### src/hdl/bdfd_pkg.sv
`timescale 1ns / 1ps
package bdfd_pkg;
  localparam int unsigned FilterBits = 1048576;
  localparam int unsigned IdxW = $clog2(FilterBits);
  localparam int unsigned ProbeCount = 10;
  localparam int unsigned ProbeW = $clog2(ProbeCount + 1);
  localparam logic [63:0] FnvBasis = 64'hcbf29ce484222325;
  localparam logic [1:0] FUNC_QUERY = 2'd0;
  localparam logic [1:0] FUNC_INSERT = 2'd1;
  localparam logic [1:0] FUNC_FREE = 2'd2;
  localparam logic [0:0] REG_ENABLED = 1'b0;
  localparam int unsigned QDepth = 2;

  // classified work for the back end
  typedef struct packed {
    logic do_check;
    logic do_insert;
    logic [IdxW-1:0] h1;
    logic [IdxW-1:0] h2;
  } job_t;

  // one FNV-1a byte step; multiply by 2^40 + 0x1b3 as shift plus narrow product
  function automatic logic [63:0] fnv_step(input logic [63:0] h, input logic [7:0] b);
    logic [63:0] x;
    begin
      x = h ^ {56'd0, b};
      fnv_step = (x << 40) + (x * 64'h1b3);
    end
  endfunction
endpackage

### src/hdl/bdfd_front.sv
`timescale 1ns / 1ps
module bdfd_front (
  input  logic clk,
  input  logic rst_n,
  input  logic enabled,
  input  logic in_tvalid,
  output logic in_tready,
  input  logic [71:0] in_tdata,
  output logic job_valid,
  input  logic job_ready,
  output bdfd_pkg::job_t job
);
  localparam logic [1:0] S_IDLE = 2'd0;
  localparam logic [1:0] S_HASH = 2'd1;
  localparam logic [1:0] S_DONE = 2'd2;

  logic [1:0] state_r, state_nxt;
  logic [63:0] h_r, h_nxt, word_r, word_nxt;
  logic [bdfd_pkg::IdxW-1:0] h1_r, h1_nxt;
  logic [3:0] cnt_r, cnt_nxt;
  logic pass_r, pass_nxt, chk_r, chk_nxt, ins_r, ins_nxt;
  logic [1:0] func;
  logic [63:0] addr;

  assign func = in_tdata[1:0];
  assign addr = in_tdata[65:2];
  assign in_tready = (state_r == S_IDLE);
  assign job_valid = (state_r == S_DONE);
  assign job.do_check = chk_r;
  assign job.do_insert = ins_r;
  assign job.h1 = h1_r;
  assign job.h2 = h_r[bdfd_pkg::IdxW-1:0];

  // classify, then hash the eight bytes one FNV byte step at a time, for each of the two passes
  always_comb begin
    state_nxt = state_r; h_nxt = h_r; word_nxt = word_r; h1_nxt = h1_r;
    cnt_nxt = cnt_r; pass_nxt = pass_r; chk_nxt = chk_r; ins_nxt = ins_r;
    unique case (state_r)
      S_IDLE: if (in_tvalid) begin
        chk_nxt = (addr != 64'd0) && enabled &&
                  (func == bdfd_pkg::FUNC_QUERY || func == bdfd_pkg::FUNC_FREE);
        ins_nxt = (addr != 64'd0) && (func == bdfd_pkg::FUNC_INSERT ||
                  (func == bdfd_pkg::FUNC_FREE && enabled));
        word_nxt = addr; h_nxt = bdfd_pkg::FnvBasis; cnt_nxt = 4'd0;
        pass_nxt = 1'b0; state_nxt = S_HASH;
      end
      S_HASH: begin
        h_nxt = bdfd_pkg::fnv_step(h_r, word_r[7:0]);
        word_nxt = word_r >> 8;
        cnt_nxt = cnt_r + 4'd1;
        if (cnt_r == 4'd7) begin
          cnt_nxt = 4'd0;
          if (!pass_r) begin
            h1_nxt = h_nxt[bdfd_pkg::IdxW-1:0]; word_nxt = h_nxt;
            h_nxt = bdfd_pkg::FnvBasis;
            pass_nxt = 1'b1;
          end else state_nxt = S_DONE;
        end
      end
      S_DONE: if (job_ready) state_nxt = S_IDLE;
      default: state_nxt = S_IDLE;
    endcase
  end

  always_ff @(posedge clk) begin
    if (!rst_n) state_r <= S_IDLE;
    else state_r <= state_nxt;
    h_r <= h_nxt; word_r <= word_nxt; h1_r <= h1_nxt; cnt_r <= cnt_nxt;
    pass_r <= pass_nxt; chk_r <= chk_nxt; ins_r <= ins_nxt;
  end

  a_done_after_hash: assert property (@(posedge clk) disable iff (!rst_n)
    $rose(job_valid) |-> $past(state_r) == S_HASH) else $error("job without hash");
  a_busy_after_accept: assert property (@(posedge clk) disable iff (!rst_n)
    in_tvalid && in_tready |=> !in_tready) else $error("second accept while hashing");
  a_hold: assert property (@(posedge clk) disable iff (!rst_n)
    job_valid && !job_ready |=> job_valid) else $error("job dropped");
endmodule

### config.mk
export PLATFORM = sky130hd
export DESIGN_NAME = bdfd_front
export DESIGN_NICKNAME = d
export VERILOG_FILES = /design/src/hdl/bdfd_pkg.sv /design/src/hdl/bdfd_front.sv
export SDC_FILE = /design/constraint.sdc
export NUM_CORES = 1
export LEC_CHECK = 0
export ABC_CLOCK_PERIOD_IN_PS = 6800
export BUFFER_PORTS_ARGS = -buffer_cell sky130_fd_sc_hd__buf_2
export CORE_AREA = 2 2 202 204
export DETAILED_ROUTE_END_ITERATION = 8
export DIE_AREA = 0 0 204 206
export HOLD_SLACK_MARGIN = 0.05
export REMOVE_ABC_BUFFERS = 1
export SYNTH_ARGS = -nofsm -noshare
export SYNTH_HDL_FRONTEND = slang
export SYNTH_SLANG_ARGS = --single-unit
### constraint.sdc
create_clock -name clk -period 6.8 [get_ports clk]
set_input_delay 0.34 -clock clk [delete_from_list [all_inputs] [get_ports clk]]
set_output_delay 0.34 -clock clk [all_outputs]
set_load 0.02 [all_outputs]
After elaboration in Yosys (flattened, before gate mapping)
Index checks and enable logic that the tools add are counted.
- flip-flop bits (word level): 157
- bits in latches: 0
- RAM bits: 0
- ROM bits: 0
- input bits: 77
- output and inout bits: 44
- word-level logic and storage cells: 56
- memories: 0
- add/sub/neg operators: 2
- $mul: 1
- divide/modulo/power cells: 0
- magnitude comparators: 0
- equality and inequality tests: 9
- shift operators: 0
- multiplexer cells: 19
- bitwise gates (word level): 2
- reduce and logical (&&, ||, !) cells: 15
- operator list (kind ; count):
    $mux W64 ; 6
    $pmux W64 S2 ; 2
    $add A64 B64 Y64 ; 1
    $mul A64 B9 Y64 const B ; 1
    $reduce_bool A64 Y1 ; 1
    $xor A64 B8 Y64 ; 1
    $mux W2 ; 4
    $mux W4 ; 2
    $pmux W4 S2 ; 1
    $ne A2 B2 Y1 const B ; 3
    $pmux W2 S3 ; 1
    $reduce_and A3 Y1 ; 2
    $add A4 B1 Y4 const B ; 1
    $eq A2 B1 Y1 const B ; 2
    $eq A2 B2 Y1 const B ; 2
    $eq A4 B3 Y1 const B ; 1
    $logic_and A1 B1 Y1 ; 4
    $logic_not A2 Y1 ; 2
    $reduce_and A2 Y1 ; 2
    $reduce_and A4 Y1 ; 1
    $logic_or A1 B1 Y1 ; 2
    $mux W1 ; 2
    $ne A2 B1 Y1 const B ; 1
    $pmux W1 S2 ; 1
    2 further kinds ; 2

Longest topological paths before layout
- depth after elaboration: 6
- gate-level depth with buffers: 22
- mapped depth without buffers: 21

Worst setup path after synthesis
OpenSTA, ideal clock, no wires.
- path kind: register to register
- start: reg h_r[0]
- end: reg word_r[40], data pin
- library setup time: 0.261 ns
- data arrival time: 5.036 ns
- data required time: 6.539 ns
- slack: 1.502 ns
- stages on the path, launching flop included: 19
- buffers on the path: 0
- period minus slack after synthesis: 5.298 ns
- cell sequence: edfxtp_1 > xor2_1 > ha_1 > inv_1 > fa_1 > fa_1 > inv_1 > fa_1 > ha_1 > ha_1 > o211ai_1 > o21ai_2 > o221ai_1 > a2111oi_0 > or2_2 > a41oi_1 > o21bai_1 > mux2i_1 > nand3_1
- cells in the longest elaborated chain, start to end: 6
- RTL lines (element ; line ; RTL):
    start, declared ; bdfd_front.sv:18 ; logic [63:0] h_r, h_nxt, word_r, word_nxt;
    start signal, assigned ; bdfd_front.sv:68 ; h_r <= h_nxt; word_r <= word_nxt; h1_r <= h1_nxt; cnt_r <= cnt_nxt;
    $xor A64 B8 Y64 * ; bdfd_pkg.sv:26 ; x = h ^ {56'd0, b};
    $mul A64 B9 Y64 ; bdfd_pkg.sv:27 ; fnv_step = (x << 40) + (x * 64'h1b3);
    $add A64 B64 Y64 * ; bdfd_pkg.sv:27 ;
    $mux W64 * ; bdfd_front.sv:53 ; if (!pass_r) begin
    $mux W64 * ; bdfd_front.sv:51 ; if (cnt_r == 4'd7) begin
    $pmux W64 S2 * ; bdfd_front.sv:38 ; unique case (state_r)
    via word_nxt[40] ; bdfd_front.sv:18 ;
    end signal, assigned ; bdfd_front.sv:68 ;
    end, declared ; bdfd_front.sv:18 ;
The timed path passes the listed nets; every way through them passes the cells marked *.
A chain may end at the register's enable or synchronous reset.

Final worst setup path
- start: reg h_r[5]
- end: reg word_r[44], data pin
- cells in the longest elaborated chain, start to end: 6
- RTL lines (element ; line):
    $xor A64 B8 Y64 ; bdfd_pkg.sv:26
    $mul A64 B9 Y64 ; bdfd_pkg.sv:27
    $add A64 B64 Y64 ; bdfd_pkg.sv:27
    $mux W64 ; bdfd_front.sv:53
    $mux W64 ; bdfd_front.sv:51
    $pmux W64 S2 ; bdfd_front.sv:38
    via word_nxt[44] ; bdfd_front.sv:18
The timed path passes the listed nets, and every way through them passes these cells.

==> run metrics <==
routability cong. 0.931; Post-Syn Area 18,900 sq um; worst r2r src h_r[5]$_SDFFCE_PN1P_; R2R Setup Slk 0.27 ns; GRT Total Usage 0.271; Setup TNS 0 ns; cells on worst reg2reg path 20; Critical Path AT 6.68 ns; Die H 206 um; CTS sink cnt 157; fill count 3,824; share of layout cells above drive strength 1 0.0938; Synth Area per Inst 9.44 sq um; first-pass GRT wire length 85.1 mm; Yosys reg bits 157; Final WS setup 0.274 ns; crit end category register; Worst Tran Pin Value 1.04 ns; max_cap viols 0; number of global-route vias before repair 14.6k; CTS root buffer clkbuf_16; final max-slew violation count 0; std cell rows 74; period utilization 0.960; number of routed nets with antenna violations 0; drt pass-1 iters 6; largest net degree at the start of global routing 85; DR vias/cell 5.43; clk_skew 0.0140 ns; Cell variety after synth 71; via count 14.2k; synth top area cells edfxtp_1 25%, fa_1 23%, ha_1 13%, inv_1 8.7%, xnor2_1 3.2%; DR WL/cell 21.0 um; Core ar. 40,200 sq um; final setup violation count 0; CTS tree done; Final Hold Vio Count 0; DIE AREA 42,000 sq um; crit-path max FO 5; EDFF count, synth 155; Multi-input gate area 12,100 sq um; hold_sp rst_n; post-route cell area 20,500 sq um; Main synth FF type edfxtp_1; Layout Nets 2,554; Num CTS Buffers 17; Hold Crit Class primary input to register; hpwl dp 45.7 mm; IO Port Bufs 114; Clock transition at path regs 0.08 ns; slew margin rel. 0.300; io pins 121; DRT iter0 DRCs 1,120; area leader, netlist edfxtp_1; placed cell area 19,900 sq um; RSZ-0062 raised after global routing false; initial antenna violation count 4; Worst-Skew Late Latency 0.44 ns; CTS H-Tree Depth 4; area share of the largest cell type after synthesis 0.246; Hold Crit Depth 2; GRT overflow 0; CTS max path bufs 2; YS warnings 0; Initial Util 0.470; r2r endpoint word_r[44]$_DFFE_PP_; CTS Hold Bufs 0; Post-Place Worst Slack 0.380 ns; storage element area 4690 sq um; Max Freq 153 MHz; area grow syn2layout 8.60%; # DRC 0; Die Wd 204 um; critical path required time 6.96 ns; min cycle time layout 6.53 ns; Cells after Synth 2,001; asr flop ratio synth 0; Hold EP state_r[1]$_SDFFE_PN0P_; sequential fraction of the synthesis area 0.249; WL final 54.9 mm; crit start category register; WS Path Type register to register; outcome completed
## cell usage in the layout (no fill, tap or decap), drive strengths merged, types with 4 or more instances in the layout
cell type,instances
nor2,102
buf,139
clkbuf,17
a2111oi,5
nor2b,15
fa,217
edfxtp,155
clkinv,9
o21bai,11
a221oi,4
a211o,4
nor3,25
o211ai,11
a31oi,30
mux2i,11
or2,4
nand4,25
o31ai,5
nor4,19
or3,8
inv,443
nand3,29
and2,20
a21o,38
o21ai,74
a41oi,4
ha,194
nand2,153
o21a,9
nand2b,14
xnor2,68
a21oi,98
xor2,53
and3,28
## timing repair
item                                    4_1_cts  5_1_grt
endpoints found under the setup margin        0        4
gates resized for setup                       0        2
buffers inserted                              0        0
## worst max-delay path by stage
stage | from | to | slack (ns) | cells past startpoint
6_report | h_r[5]$_SDFFCE_PN1P_ | word_r[44]$_DFFE_PP_ | 0.27 | 20
5_1_grt | h_r[5]$_SDFFCE_PN1P_ | word_r[53]$_DFFE_PP_ | 0.08 | 21
4_1_cts | h_r[5]$_SDFFCE_PN1P_ | word_r[62]$_DFFE_PP_ | 0.32 | 20
3_5_place_dp | h_r[5]$_SDFFCE_PN1P_ | h_r[49]$_SDFFCE_PN1P_ | 0.38 | 21
3_3_place_gp | h_r[5]$_SDFFCE_PN1P_ | h_r[49]$_SDFFCE_PN1P_ | 0.41 | 21
2_1_floorplan | state_r[1]$_SDFFE_PN0P_ | cnt_r[0]$_SDFFCE_PP0P_ | 1.09 | 2
## stage by stage
| step | utilization | instances | hold slack (ns) |
|---|---|---|---|
| 2_1_floorplan | - | 1908 | 0.451 |
| 3_3_place_gp | 0.495 | 2579 | 0.484 |
| 3_5_place_dp | 0.495 | 2579 | 0.487 |
| 4_1_cts | 0.510 | 2611 | 0.112 |
| 5_1_grt | 0.510 | 2611 | 0.166 |
| 6_report | 0.510 | 2613 | 0.117 |
## routing by layer
metal,share of wire,GRT usage
met1,0.43,0.371
met2,0.48,0.450
met3,0.069,0.0494
met4,0.020,0.0624
met5,0.00056,0
## layout make-up
| type | count | area share |
|---|---|---|
| timing repair buffer | 139 | 0.0370 |
| inverter | 439 | 0.0803 |
| clock buffer | 17 | 0.0207 |
| antenna | 2 | 0.000244 |
| clock inverter | 15 | 0.00946 |
| tap | 532 | 0.0325 |
| multi-input combinational | 1312 | 0.591 |
| sequential | 157 | 0.229 |
## kinds of logic (layout without fill, tap and decap cells)
group	count (synthesis)	after routing	synth area share
DFF	157	157	0.249
and+or+nand+nor	451	451	0.113
buffers and inverters	532	610	0.111
xor gates and xnor gates	121	121	0.0561
muxes	11	11	0.00583
adders and majority gates	411	411	0.359
AOI/OAI and AO/OA	318	318	0.106
other	0	2	0
## cells in the mapped netlist (all sizes together), types with 4 or more instances
cell     count
or3          8
clkbuf      63
o31ai        5
o21ai       74
a2111oi      5
and3        28
a221oi       4
fa         217
a211o        4
nor3        25
edfxtp     155
nor2       102
nand4       25
nand2b      14
a31oi       30
inv        439
buf         30
nor4        19
a21o        38
nor2b       15
ha         194
xnor2       68
mux2i       11
o21a         9
or2          4
and2        20
o211ai      11
a41oi        4
nand2      153
a21oi       98
o21bai      11
xor2        53
nand3       29
## critical path, cell delays in order (launching register included)
cell       delay [ns]
edfxtp_1         0.42
xnor2_1          0.34
inv_1            0.33
ha_1             0.44
inv_1            0.08
fa_1             0.51
fa_1             0.50
inv_1            0.05
fa_1             0.47
ha_1             0.29
ha_1             0.33
a21oi_1          0.18
o21ai_2          0.13
o221ai_1         0.42
a2111oi_0        0.21
buf_4            0.18
o21ai_0          0.26
nand2_1          0.17
or3_1            0.39
xnor2_1          0.38
o21ai_0          0.16
## state kept, by name, summed over array words and instances (netlist names)
register  cells
h_r          64
word_r       64
h1_r         20
cnt_r         4
state_r       2
chk_r         1
ins_r         1
pass_r        1
Power is left out: the tool's default activity adds up to more than one toggle a clock period on the data nets, which glitch-free logic cannot reach.
