===== src/hdl/bdfd_pkg.sv =====
`timescale 1ns / 1ps
package bdfd_pkg;
  localparam int unsigned FilterBits = 1048576;
  localparam int unsigned IdxW = $clog2(FilterBits);
  localparam int unsigned ProbeCount = 10;
  localparam int unsigned ProbeW = $clog2(ProbeCount + 1);
  localparam logic [63:0] FnvBasis = 64'hcbf29ce484222325;
  localparam logic [1:0] FUNC_QUERY = 2'd0;
  localparam logic [1:0] FUNC_INSERT = 2'd1;
  localparam logic [1:0] FUNC_FREE = 2'd2;
  localparam logic [0:0] REG_ENABLED = 1'b0;
  localparam int unsigned QDepth = 2;

  // classified work for the back end
  typedef struct packed {
    logic do_check;
    logic do_insert;
    logic [IdxW-1:0] h1;
    logic [IdxW-1:0] h2;
  } job_t;

  // one FNV-1a byte step; multiply by 2^40 + 0x1b3 as shift plus narrow product
  function automatic logic [63:0] fnv_step(input logic [63:0] h, input logic [7:0] b);
    logic [63:0] x;
    begin
      x = h ^ {56'd0, b};
      fnv_step = (x << 40) + (x * 64'h1b3);
    end
  endfunction
endpackage


===== src/hdl/bdfd_queue.sv =====
`timescale 1ns / 1ps
module bdfd_queue (
  input  logic clk,
  input  logic rst_n,
  input  logic wr_valid,
  output logic wr_ready,
  input  bdfd_pkg::job_t wr_data,
  output logic rd_valid,
  input  logic rd_ready,
  output bdfd_pkg::job_t rd_data
);
  bdfd_pkg::job_t mem_r [bdfd_pkg::QDepth];
  logic wp_r, rp_r;
  logic [1:0] cnt_r;

  assign wr_ready = (cnt_r != 2'd2);
  assign rd_valid = (cnt_r != 2'd0);
  assign rd_data = mem_r[rp_r];

  // push and pop pointers with occupancy count
  always_ff @(posedge clk) begin
    if (wr_valid && wr_ready) mem_r[wp_r] <= wr_data;
    if (!rst_n) begin
      wp_r <= 1'b0; rp_r <= 1'b0; cnt_r <= 2'd0;
    end else begin
      if (wr_valid && wr_ready) wp_r <= ~wp_r;
      if (rd_valid && rd_ready) rp_r <= ~rp_r;
      cnt_r <= cnt_r + {1'b0, wr_valid && wr_ready} - {1'b0, rd_valid && rd_ready};
    end
  end

  a_count: assert property (@(posedge clk) disable iff (!rst_n)
    cnt_r != 2'd3) else $error("queue overflow");
  a_full: assert property (@(posedge clk) disable iff (!rst_n)
    cnt_r == 2'd2 |-> !wr_ready) else $error("full not reported");
  a_ptr: assert property (@(posedge clk) disable iff (!rst_n)
    (cnt_r == 2'd0) |-> (wp_r == rp_r)) else $error("pointer skew");
endmodule


===== config.mk =====
export PLATFORM = sky130hd
export DESIGN_NAME = bdfd_queue
export DESIGN_NICKNAME = d
export VERILOG_FILES = /design/src/hdl/bdfd_pkg.sv /design/src/hdl/bdfd_queue.sv
export SDC_FILE = /design/constraint.sdc
export NUM_CORES = 1
export LEC_CHECK = 0
export ABC_CLOCK_PERIOD_IN_PS = 2700
export BUFFER_PORTS_ARGS = -buffer_cell sky130_fd_sc_hd__buf_2
export CAP_MARGIN = 20
export CELL_PAD_IN_SITES_DETAIL_PLACEMENT = 1
export CELL_PAD_IN_SITES_GLOBAL_PLACEMENT = 2
export CORE_UTILIZATION = 35
export CTS_CLUSTER_DIAMETER = 200
export DETAILED_ROUTE_END_ITERATION = 6
export MAX_ROUTING_LAYER = met4
export PLACE_DENSITY_LB_ADDON = 0.08
export SYNTH_ARGS = -nofsm -noshare
export SYNTH_HDL_FRONTEND = slang
export SYNTH_SLANG_ARGS = --single-unit

===== constraint.sdc =====
create_clock -name clk -period 2.7 [get_ports clk]
set_input_delay 0.27 -clock clk [delete_from_list [all_inputs] [get_ports clk]]
set_output_delay 0.27 -clock clk [all_outputs]
set_load 0.01 [all_outputs]

Yosys cells after proc, flatten, opt, wreduce, memory -nomap -nowiden
Memories as Yosys holds them, arrays and structs flattened. A register that Yosys moved wholly into a read port is not among the register bits.
Cells that the tools add are included.
- output and inout port bits: 44
- memories kept: 1
- RAM bits: 84
- register bits after elaboration: 4
- memories (name ; depth ; width ; read ports ; clocked after memory_dff ; write ports ; line ; source):
    mem_r ; 2 ; 42 ; 1 ; 1 ; 1 ; bdfd_queue.sv:12 ; bdfd_pkg::job_t mem_r [bdfd_pkg::QDepth];
- bitwise logic cells: 2
- $add $sub $neg: 2
- reductions and logical operators: 3
- mux-type cells: 4
- equality and inequality tests: 1
- operator list (operator ; number):
    1-bit 2-to-1 mux ; 4
    2-bit by 1-bit adder with 2-bit output ; 1
    1-bit logical AND ; 2
    2-bit inequality test, second input constant ; 1
    1-bit inverter ; 2
    2-bit nonzero test ; 1
    2-bit by 1-bit subtractor with 2-bit output ; 1

Longest topological paths before layout
Gate-level depths: netlist of run 1.
- word-level depth: 4
- gate-level depth with buffers: 8
- gate-level depth less buffers: 8

Worst setup path before layout of run 1
OpenSTA, ideal clock, no wires.
- kind: register to register
- start: register cnt_r[0]
- end: memory mem_r[0][0] (netlist bit) (enable)
- arrival: 2.425 ns
- slack: -0.167 ns
- cell stages (with the launch flop): 4
- library setup time: 0.441 ns
- buffers on the path: 0
- cell sequence: dfxtp_1 -> nand2b_1 -> nand2_1 -> nor2_1
- cells in the longest elaborated chain, start to end: 4
- ends and longest elaborated chain (item ; line ; source):
    start, declared ; bdfd_queue.sv:14 ; logic [1:0] cnt_r;
    start signal, assigned ; bdfd_queue.sv:28 ; cnt_r <= cnt_r + {1'b0, wr_valid && wr_ready} - {1'b0, rd_valid && rd_ready};
    2-bit inequality test ; bdfd_queue.sv:16 ; assign wr_ready = (cnt_r != 2'd2);
    via wr_ready ; bdfd_queue.sv:6 ; output logic wr_ready,
    1-bit logical AND ; bdfd_queue.sv:22 ; if (wr_valid && wr_ready) mem_r[wp_r] <= wr_data;
    1-bit 2-to-1 mux ; bdfd_queue.sv:22 ;
    1-bit 2-to-1 mux (not written as such) ; bdfd_queue.sv:22 ;
    end, declared ; bdfd_queue.sv:12 ;
The timed path passes the listed nets, and every way through them passes these cells.

==> metrics.cfg, run 1 <==
[run_status]
status=completed

[placement]
gp_congestion=0.699
hpwl_mm=3.99
io_buffers=89

[clock_tree]
root_buffer=clkbuf_8
clock_latency_ns=0.35
hold_buffers=0
post_cts_buffers=0
cts-resized-gates=0
ctsHtreeMaxLevel=3
clk_pin_slew_ns=0.09
cts.sinks=89
cts_tree=built
cts_buffers=9
cts_buffer_depth=2

[drt]
num_vias=1670
drt-total-wl_mm=5.91
post_drt_wl_per_cell_um=15.2
drtIter0Drc=51
drtPass1Iterations=4
viasPerCell=4.30
drtAntennaViolNets=0
drc=0

[setup_path]
r2r_setup_slack_ns=0.94
cp.required_ns=2.43
critPathMaxStageDelay_ns=0.39
slowest_stage=mux2_2
crit_buf_inv=2
crit_path_end_kind=primary output
rr_worst_depth=4
cp.depth=3
critical_path_class=flip-flop to primary output
path_delay_family=buffers and inverters
cp.arrival_ns=1.57
cp_max_fo=21
cp_cell_sequence=buf_4 > mux2_2 > buf_2
start_kind=flip-flop

[floorplanning]
die_w_um=102
dieArea_sq_um=10300
fp.dieH_um=102
io-pin-count=90
start_util_pct=36.9
core_sq_um=9420
num_rows=35

[yosys]
synth.area.mux_share_pct=18.2
synth_xor_area_share_pct=0.757
synth_nets=203
synth_cell_types=18
synthAdderAreaFrac_pct=0.721
synth_cells=155
syn_area_sq_um=3470
yosys_warnings=0
yosysSeqAreaShare_pct=75.5
synth_compound_area_share_pct=0.252
synth-seq-cells=89
synth-simple-area-share_pct=1.77
synth_top_family_by_area=multiplexers
syn_area_per_cell_sq_um=22.4

[pwr]
p_int_mw=2.81
p_per_area_nw_per_um2=895
netSwitchingPower_mw=1.01
switching_share_pct=26.4
power.leakage_nw=1.66
comb_power_share_pct=27.7
clockPowerShare_pct=25.3
p_seq_share_pct=46.9
peakVddDrop_mv=0.380

[global_routing]
grt_pass1_vias=1738
grt_first_pass_wirelength_mm=8.91
antenna_found_initial=0
grt_use_total_pct=12.6
grt_max_degree=27
overflow=0

[sta]
fmax_mhz=544
final.period_utilization_pct=68.0
tightest_slew_ns=0.566
layout_min_cycle_time_ns=1.84
hold_viol=0
holdWs_ns=0.0981
rsz0062_at_grt=false
setup_viol=0
slew_viol_final=0
relSlewSlack_pct=62.2
final.setup_skew_ns=0.0111
setup_tns_ns=0

[final_layout]
layout-drive-gt1-share_pct=59.5
n_antenna_cell=0
nets=302
syn2layout_area_growth_pct=22.8

[hold_path]
hold_class=input port to flip-flop
hold_depth=1

[run]
drv_cap=0

## synthesized netlist by cell type (all sizes together)
library cell  number  area share, %
and2               2           0.36
and3               1           0.18
buf                5            2.6
dfxtp              5            2.9
edfxtp            84             73
ha                 2           0.72
inv                1           0.11
mux2              42             18
mux2i              1           0.29
nand2              2           0.22
nand2b             2           0.36
nor2               1           0.11
nor2b              2           0.36
o21a               1           0.25
or2                1           0.18
xnor2              3           0.76
## registers in the layout (all words and copies together), names as in the netlist, named ones only
name,count
cnt_r,2
mem_r,84
rp_r,1
wp_r,1
## stage by stage
| stage | utilization (%) | power (mW) | cell area [sq um] | worst slack, ns | std cells |
|---|---|---|---|---|---|
| floorplan | - | 2.61 | 3470 | 0.529 | 155 |
| global placement | 43.0 | 2.90 | 4050 | 1.00 | 372 |
| detailed placement | 43.0 | 2.92 | 4050 | 0.926 | 372 |
| CTS | 45.3 | 3.88 | 4260 | 0.811 | 388 |
| global route | 45.3 | 4.01 | 4260 | 0.769 | 388 |
| finish | 45.3 | 3.82 | 4260 | 0.863 | 388 |
## power groups by stage
stage	combinational (mW)	clock, mW	sequential, mW
after CTS	1.09	0.993	1.80
after detailed placement	1.09	0	1.83
after global routing	1.15	1.05	1.81
final	1.06	0.966	1.79
after global placement	1.09	0	1.81
after floorplan	0.804	0	1.81
## routing by layer
layer | GRT usage [%] | vias up | share of wire [%]
met5 | - | - | 0
met4 | 7.69 | 0 | 2.2
met3 | 3.11 | 11 | 5.6
met2 | 19.8 | 61 | 49
met1 | 14.7 | 803 | 44
li1 | - | 795 | -
## worst paths after layout
check	startpoint	endpoint
worst min-delay path	wr_data[20]	mem_r[0][20]
worst max-delay path	flip-flop	rd_data[0]
worst max register to register	cnt_r[0]	mem_r[0][27]
worst min register to register	wp_r	wp_r
## cell families (layout without fill, tap and decap cells)
family	after synthesis	in the layout
compound gates	1	1
xor+xnor	3	3
fa+ha+maj	2	2
buf+inv	6	110
flops	89	89
mux	43	43
simple gates	11	11
## layout make-up
cell class	count	area, sq um
sequential	89	2620
clock inverter	5	80.1
clock buffer	11	131
inverter	1	3.75
multi-input combinational	60	763
fill	932	5150
tap	129	161
timing repair buffer	93	500
## cells in the final DEF, fill, tap and decap left out, types with 3 or more instances in the layout
cell type and count:
xnor2_1 3, clkbuf_8 9, dfxtp_1 4, buf_2 89
edfxtp_1 84, mux2_4 40
Power figures use the tool's default switching activity.
==> run 2, diff against run 1 <==
- ABC_AREA: unset -> 1
- ABC_CLOCK_PERIOD_IN_PS: 2700 -> 1500
- CORE_UTILIZATION: 35 -> 34
- clock period: 2.7 -> 1.5 ns (I/O delays scaled with it)
==> metrics.cfg, run 2 <==
[yosys]
ys_async_sr_fraction_pct=0
synth-seq-cells=89
synth.area.mux_share_pct=17.9
yosysMostFrequentCell=edfxtp_1
synth_ff_type=edfxtp_1
synthAdderAreaFrac_pct=0.720
synth_cell_types=12
yosysTopAreaCellShare_pct=72.5
netlist_top_cells_area=edfxtp_1, mux2_4, dfxtp_1
synth-simple-area-share_pct=2.27
yosys_warnings=0
synth_nets=215
synth_top_family_by_area=multiplexers
syn_area_sq_um=3480
synth_compound_area_share_pct=0.288
synth.top_cells.by_count=edfxtp_1, mux2_4, nand2_1
synth_edf_count=84
syn_area_per_cell_sq_um=20.8
synth.largest_area_cell=edfxtp_1
synth_cells=167
yosysSeqAreaShare_pct=75.4
synth_xor_area_share_pct=0

[run_status]
violations=negative setup slack
status=complete, but fails checks

[final_layout]
seq_area_sq_um=2630
syn2layout_area_growth_pct=49.4
layout_common_cells=edfxtp_1, buf_2, mux2_4, dlygate4sd3_1, buf_6
instances_no_fill=457
reg_top3=mem_r: 84 flops, cnt_r: 2 flops
layout.cells.most_common=edfxtp_1
nets=367
largest_register_ffs=84
layout-drive-gt1-share_pct=52.8
multi_input_area_sq_um=787
regMostFlops=mem_r
final_design_area_no_fill_sq_um=5190
n_antenna_cell=0
fill_cells=918

[sta]
hold_viol=0
fmax_mhz=634
relSlewSlack_pct=83.0
slew_viol_final=0
fin_ws_ns=-0.0784
final.setup_skew_ns=0.00746
layout_min_cycle_time_ns=1.58
tightest_slew_ns=0.255
setup_viol=42
final.period_utilization_pct=105
rsz0062_at_grt=true

[setup_path]
cp.arrival_ns=1.43
path_delay_family=buffers and inverters
cp.required_ns=1.35
r2r_end=cnt_r[1]
critPathMaxStageDelay_ns=0.36
r2r_setup_slack_ns=0.06
crit_path_end_kind=primary output
worstReg2RegStart=cnt_r[1]
start_kind=flip-flop
crit_buf_inv=3
cp_max_fo=9
cp_cell_sequence=buf_4 > buf_12 > mux2_4 > buf_6
critical_path_class=flip-flop to primary output
slowest_stage=dfxtp_4
rr_worst_depth=9

[placement]
place_ws_ns=0.0604
dpl-instance-area_sq_um=4130
hpwl_mm=3.84
dp_cells=389
gp_congestion=0.669
io_buffers=89

[clock_tree]
cts.sinks=89
cts_buffers=9
clock_latency_ns=0.35
cts_tree=built
cts_buffer_depth=2
ctsHtreeMaxLevel=3
root_buffer=clkbuf_8
clk_pin_slew_ns=0.08

[global_routing]
overflow=0
grt_first_pass_wirelength_mm=10.2
grt_pass1_vias=2024
grt_max_degree=43
antenna_found_initial=0
grt_use_total_pct=14.1

[pwr]
power.leakage_nw=2.06
netSwitchingPower_mw=2.05
clockPowerShare_pct=21.8
peakVddDrop_mv=0.642
comb_power_share_pct=36.3
switching_share_pct=26.2
fin_total_pwr_mw=7.83
p_seq_share_pct=41.8
p_per_area_nw_per_um2=1510
p_int_mw=5.77

[drt]
drc=0
drtIter0Drc=52
drtPass1Iterations=3
drt-total-wl_mm=6.76
drtAntennaViolNets=0
num_vias=1937
viasPerCell=4.24
post_drt_wl_per_cell_um=14.8

[hold_path]
hold_depth=3
worstHoldStart=rst_n
hold_class=input port to flip-flop
holdPathEnd=cnt_r[0]

[floorplanning]
dieArea_sq_um=10600
die_w_um=103
num_rows=36
core_sq_um=9860
fp.dieH_um=103
io-pin-count=90
start_util_pct=35.2

[run]
drv_cap=0

[run 2: cell types whose count changed after synthesis, moves of 3 or more]
cell / previous run / this run
xnor2_1: 3 / 0
nand2_1: 2 / 9
nor2_1: 1 / 8
inv_1: 1 / 7
nand3_1: 0 / 3
[run 2: layer usage]
layer / track usage (%) / vias up / routed length, um / share of wire, %
met5: - / - / 0 / 0
met4: 5.53 / 0 / 74 / 1.1
met3: 4.14 / 7 / 286 / 4.2
met2: 24.9 / 56 / 3700 / 55
met1: 14.8 / 939 / 2700 / 40
li1: - / 935 / - / -
[run 2: cells by family (layout without fill, tap and decap cells)]
kind of cell,Yosys count,in the layout
compound gates,2,2
fa+ha+maj,2,2
buf+inv,12,169
flops,89,89
mux,42,42
simple gates,20,20
[run 2: layout make-up]
| class | count | share of cell area (%) |
|---|---|---|
| sequential | 89 | 50.6 |
| clock buffer | 10 | 2.46 |
| inverter | 7 | 0.578 |
| timing repair buffer | 146 | 26.4 |
| multi-input combinational | 66 | 15.2 |
| clock inverter | 6 | 1.59 |
| tap | 133 | 3.20 |
[run 2: how the worst max path moves through the flow]
stage                          from           to  slack [ns]  depth (start not counted)
after detailed placement   cnt_r[0]     cnt_r[1]        0.06                         10
after CTS                 flip-flop  rd_data[30]       -0.11                          4
after global routing      flip-flop  rd_data[21]       -0.14                          4
after global placement     cnt_r[0]     cnt_r[1]         0.1                         10
after floorplan            cnt_r[0]  mem_r[0][0]       -0.07                          4
final                     flip-flop  rd_data[21]       -0.08                          4
[run 2: metrics by stage]
step	hold slack (ns)	util (%)	setup TNS, ns
2_1_floorplan	0.243	-	-3.48
3_3_place_gp	0.339	41.9	0
3_5_place_dp	0.341	41.9	0
4_1_cts	0.0323	52.4	-4.02
5_1_grt	0.0460	52.7	-4.94
6_report	0.0513	52.7	-2.36
[run 2: worst reg2reg max path: stages (launching register included)]
cell,delay [ns]
dfxtp_2,0.35
nor2_1,0.14
nor2_2,0.07
ha_4,0.25
inv_1,0.03
ha_1,0.18
inv_1,0.06
nand2_1,0.06
a21oi_1,0.14
nor2_1,0.06
[run 2: repair_timing]
item	4_1_cts	5_1_grt
endpoints found under the hold margin	84	0
setup buffers	6	3
pin swaps	0	1
gates cloned	4	0
hold buffers	42	0
gates resized for setup	50	5
endpoints found under the setup margin	42	43
[run 2: power groups by stage]
stage               registers [mW]  logic [mW]  clock network [mW]
floorplan                     3.30        1.43                   0
global placement              3.31        2.03                   0
detailed placement            3.33        2.02                   0
CTS                           3.28        2.85                1.79
global route                  3.32        3.06                1.87
finish                        3.28        2.85                1.71
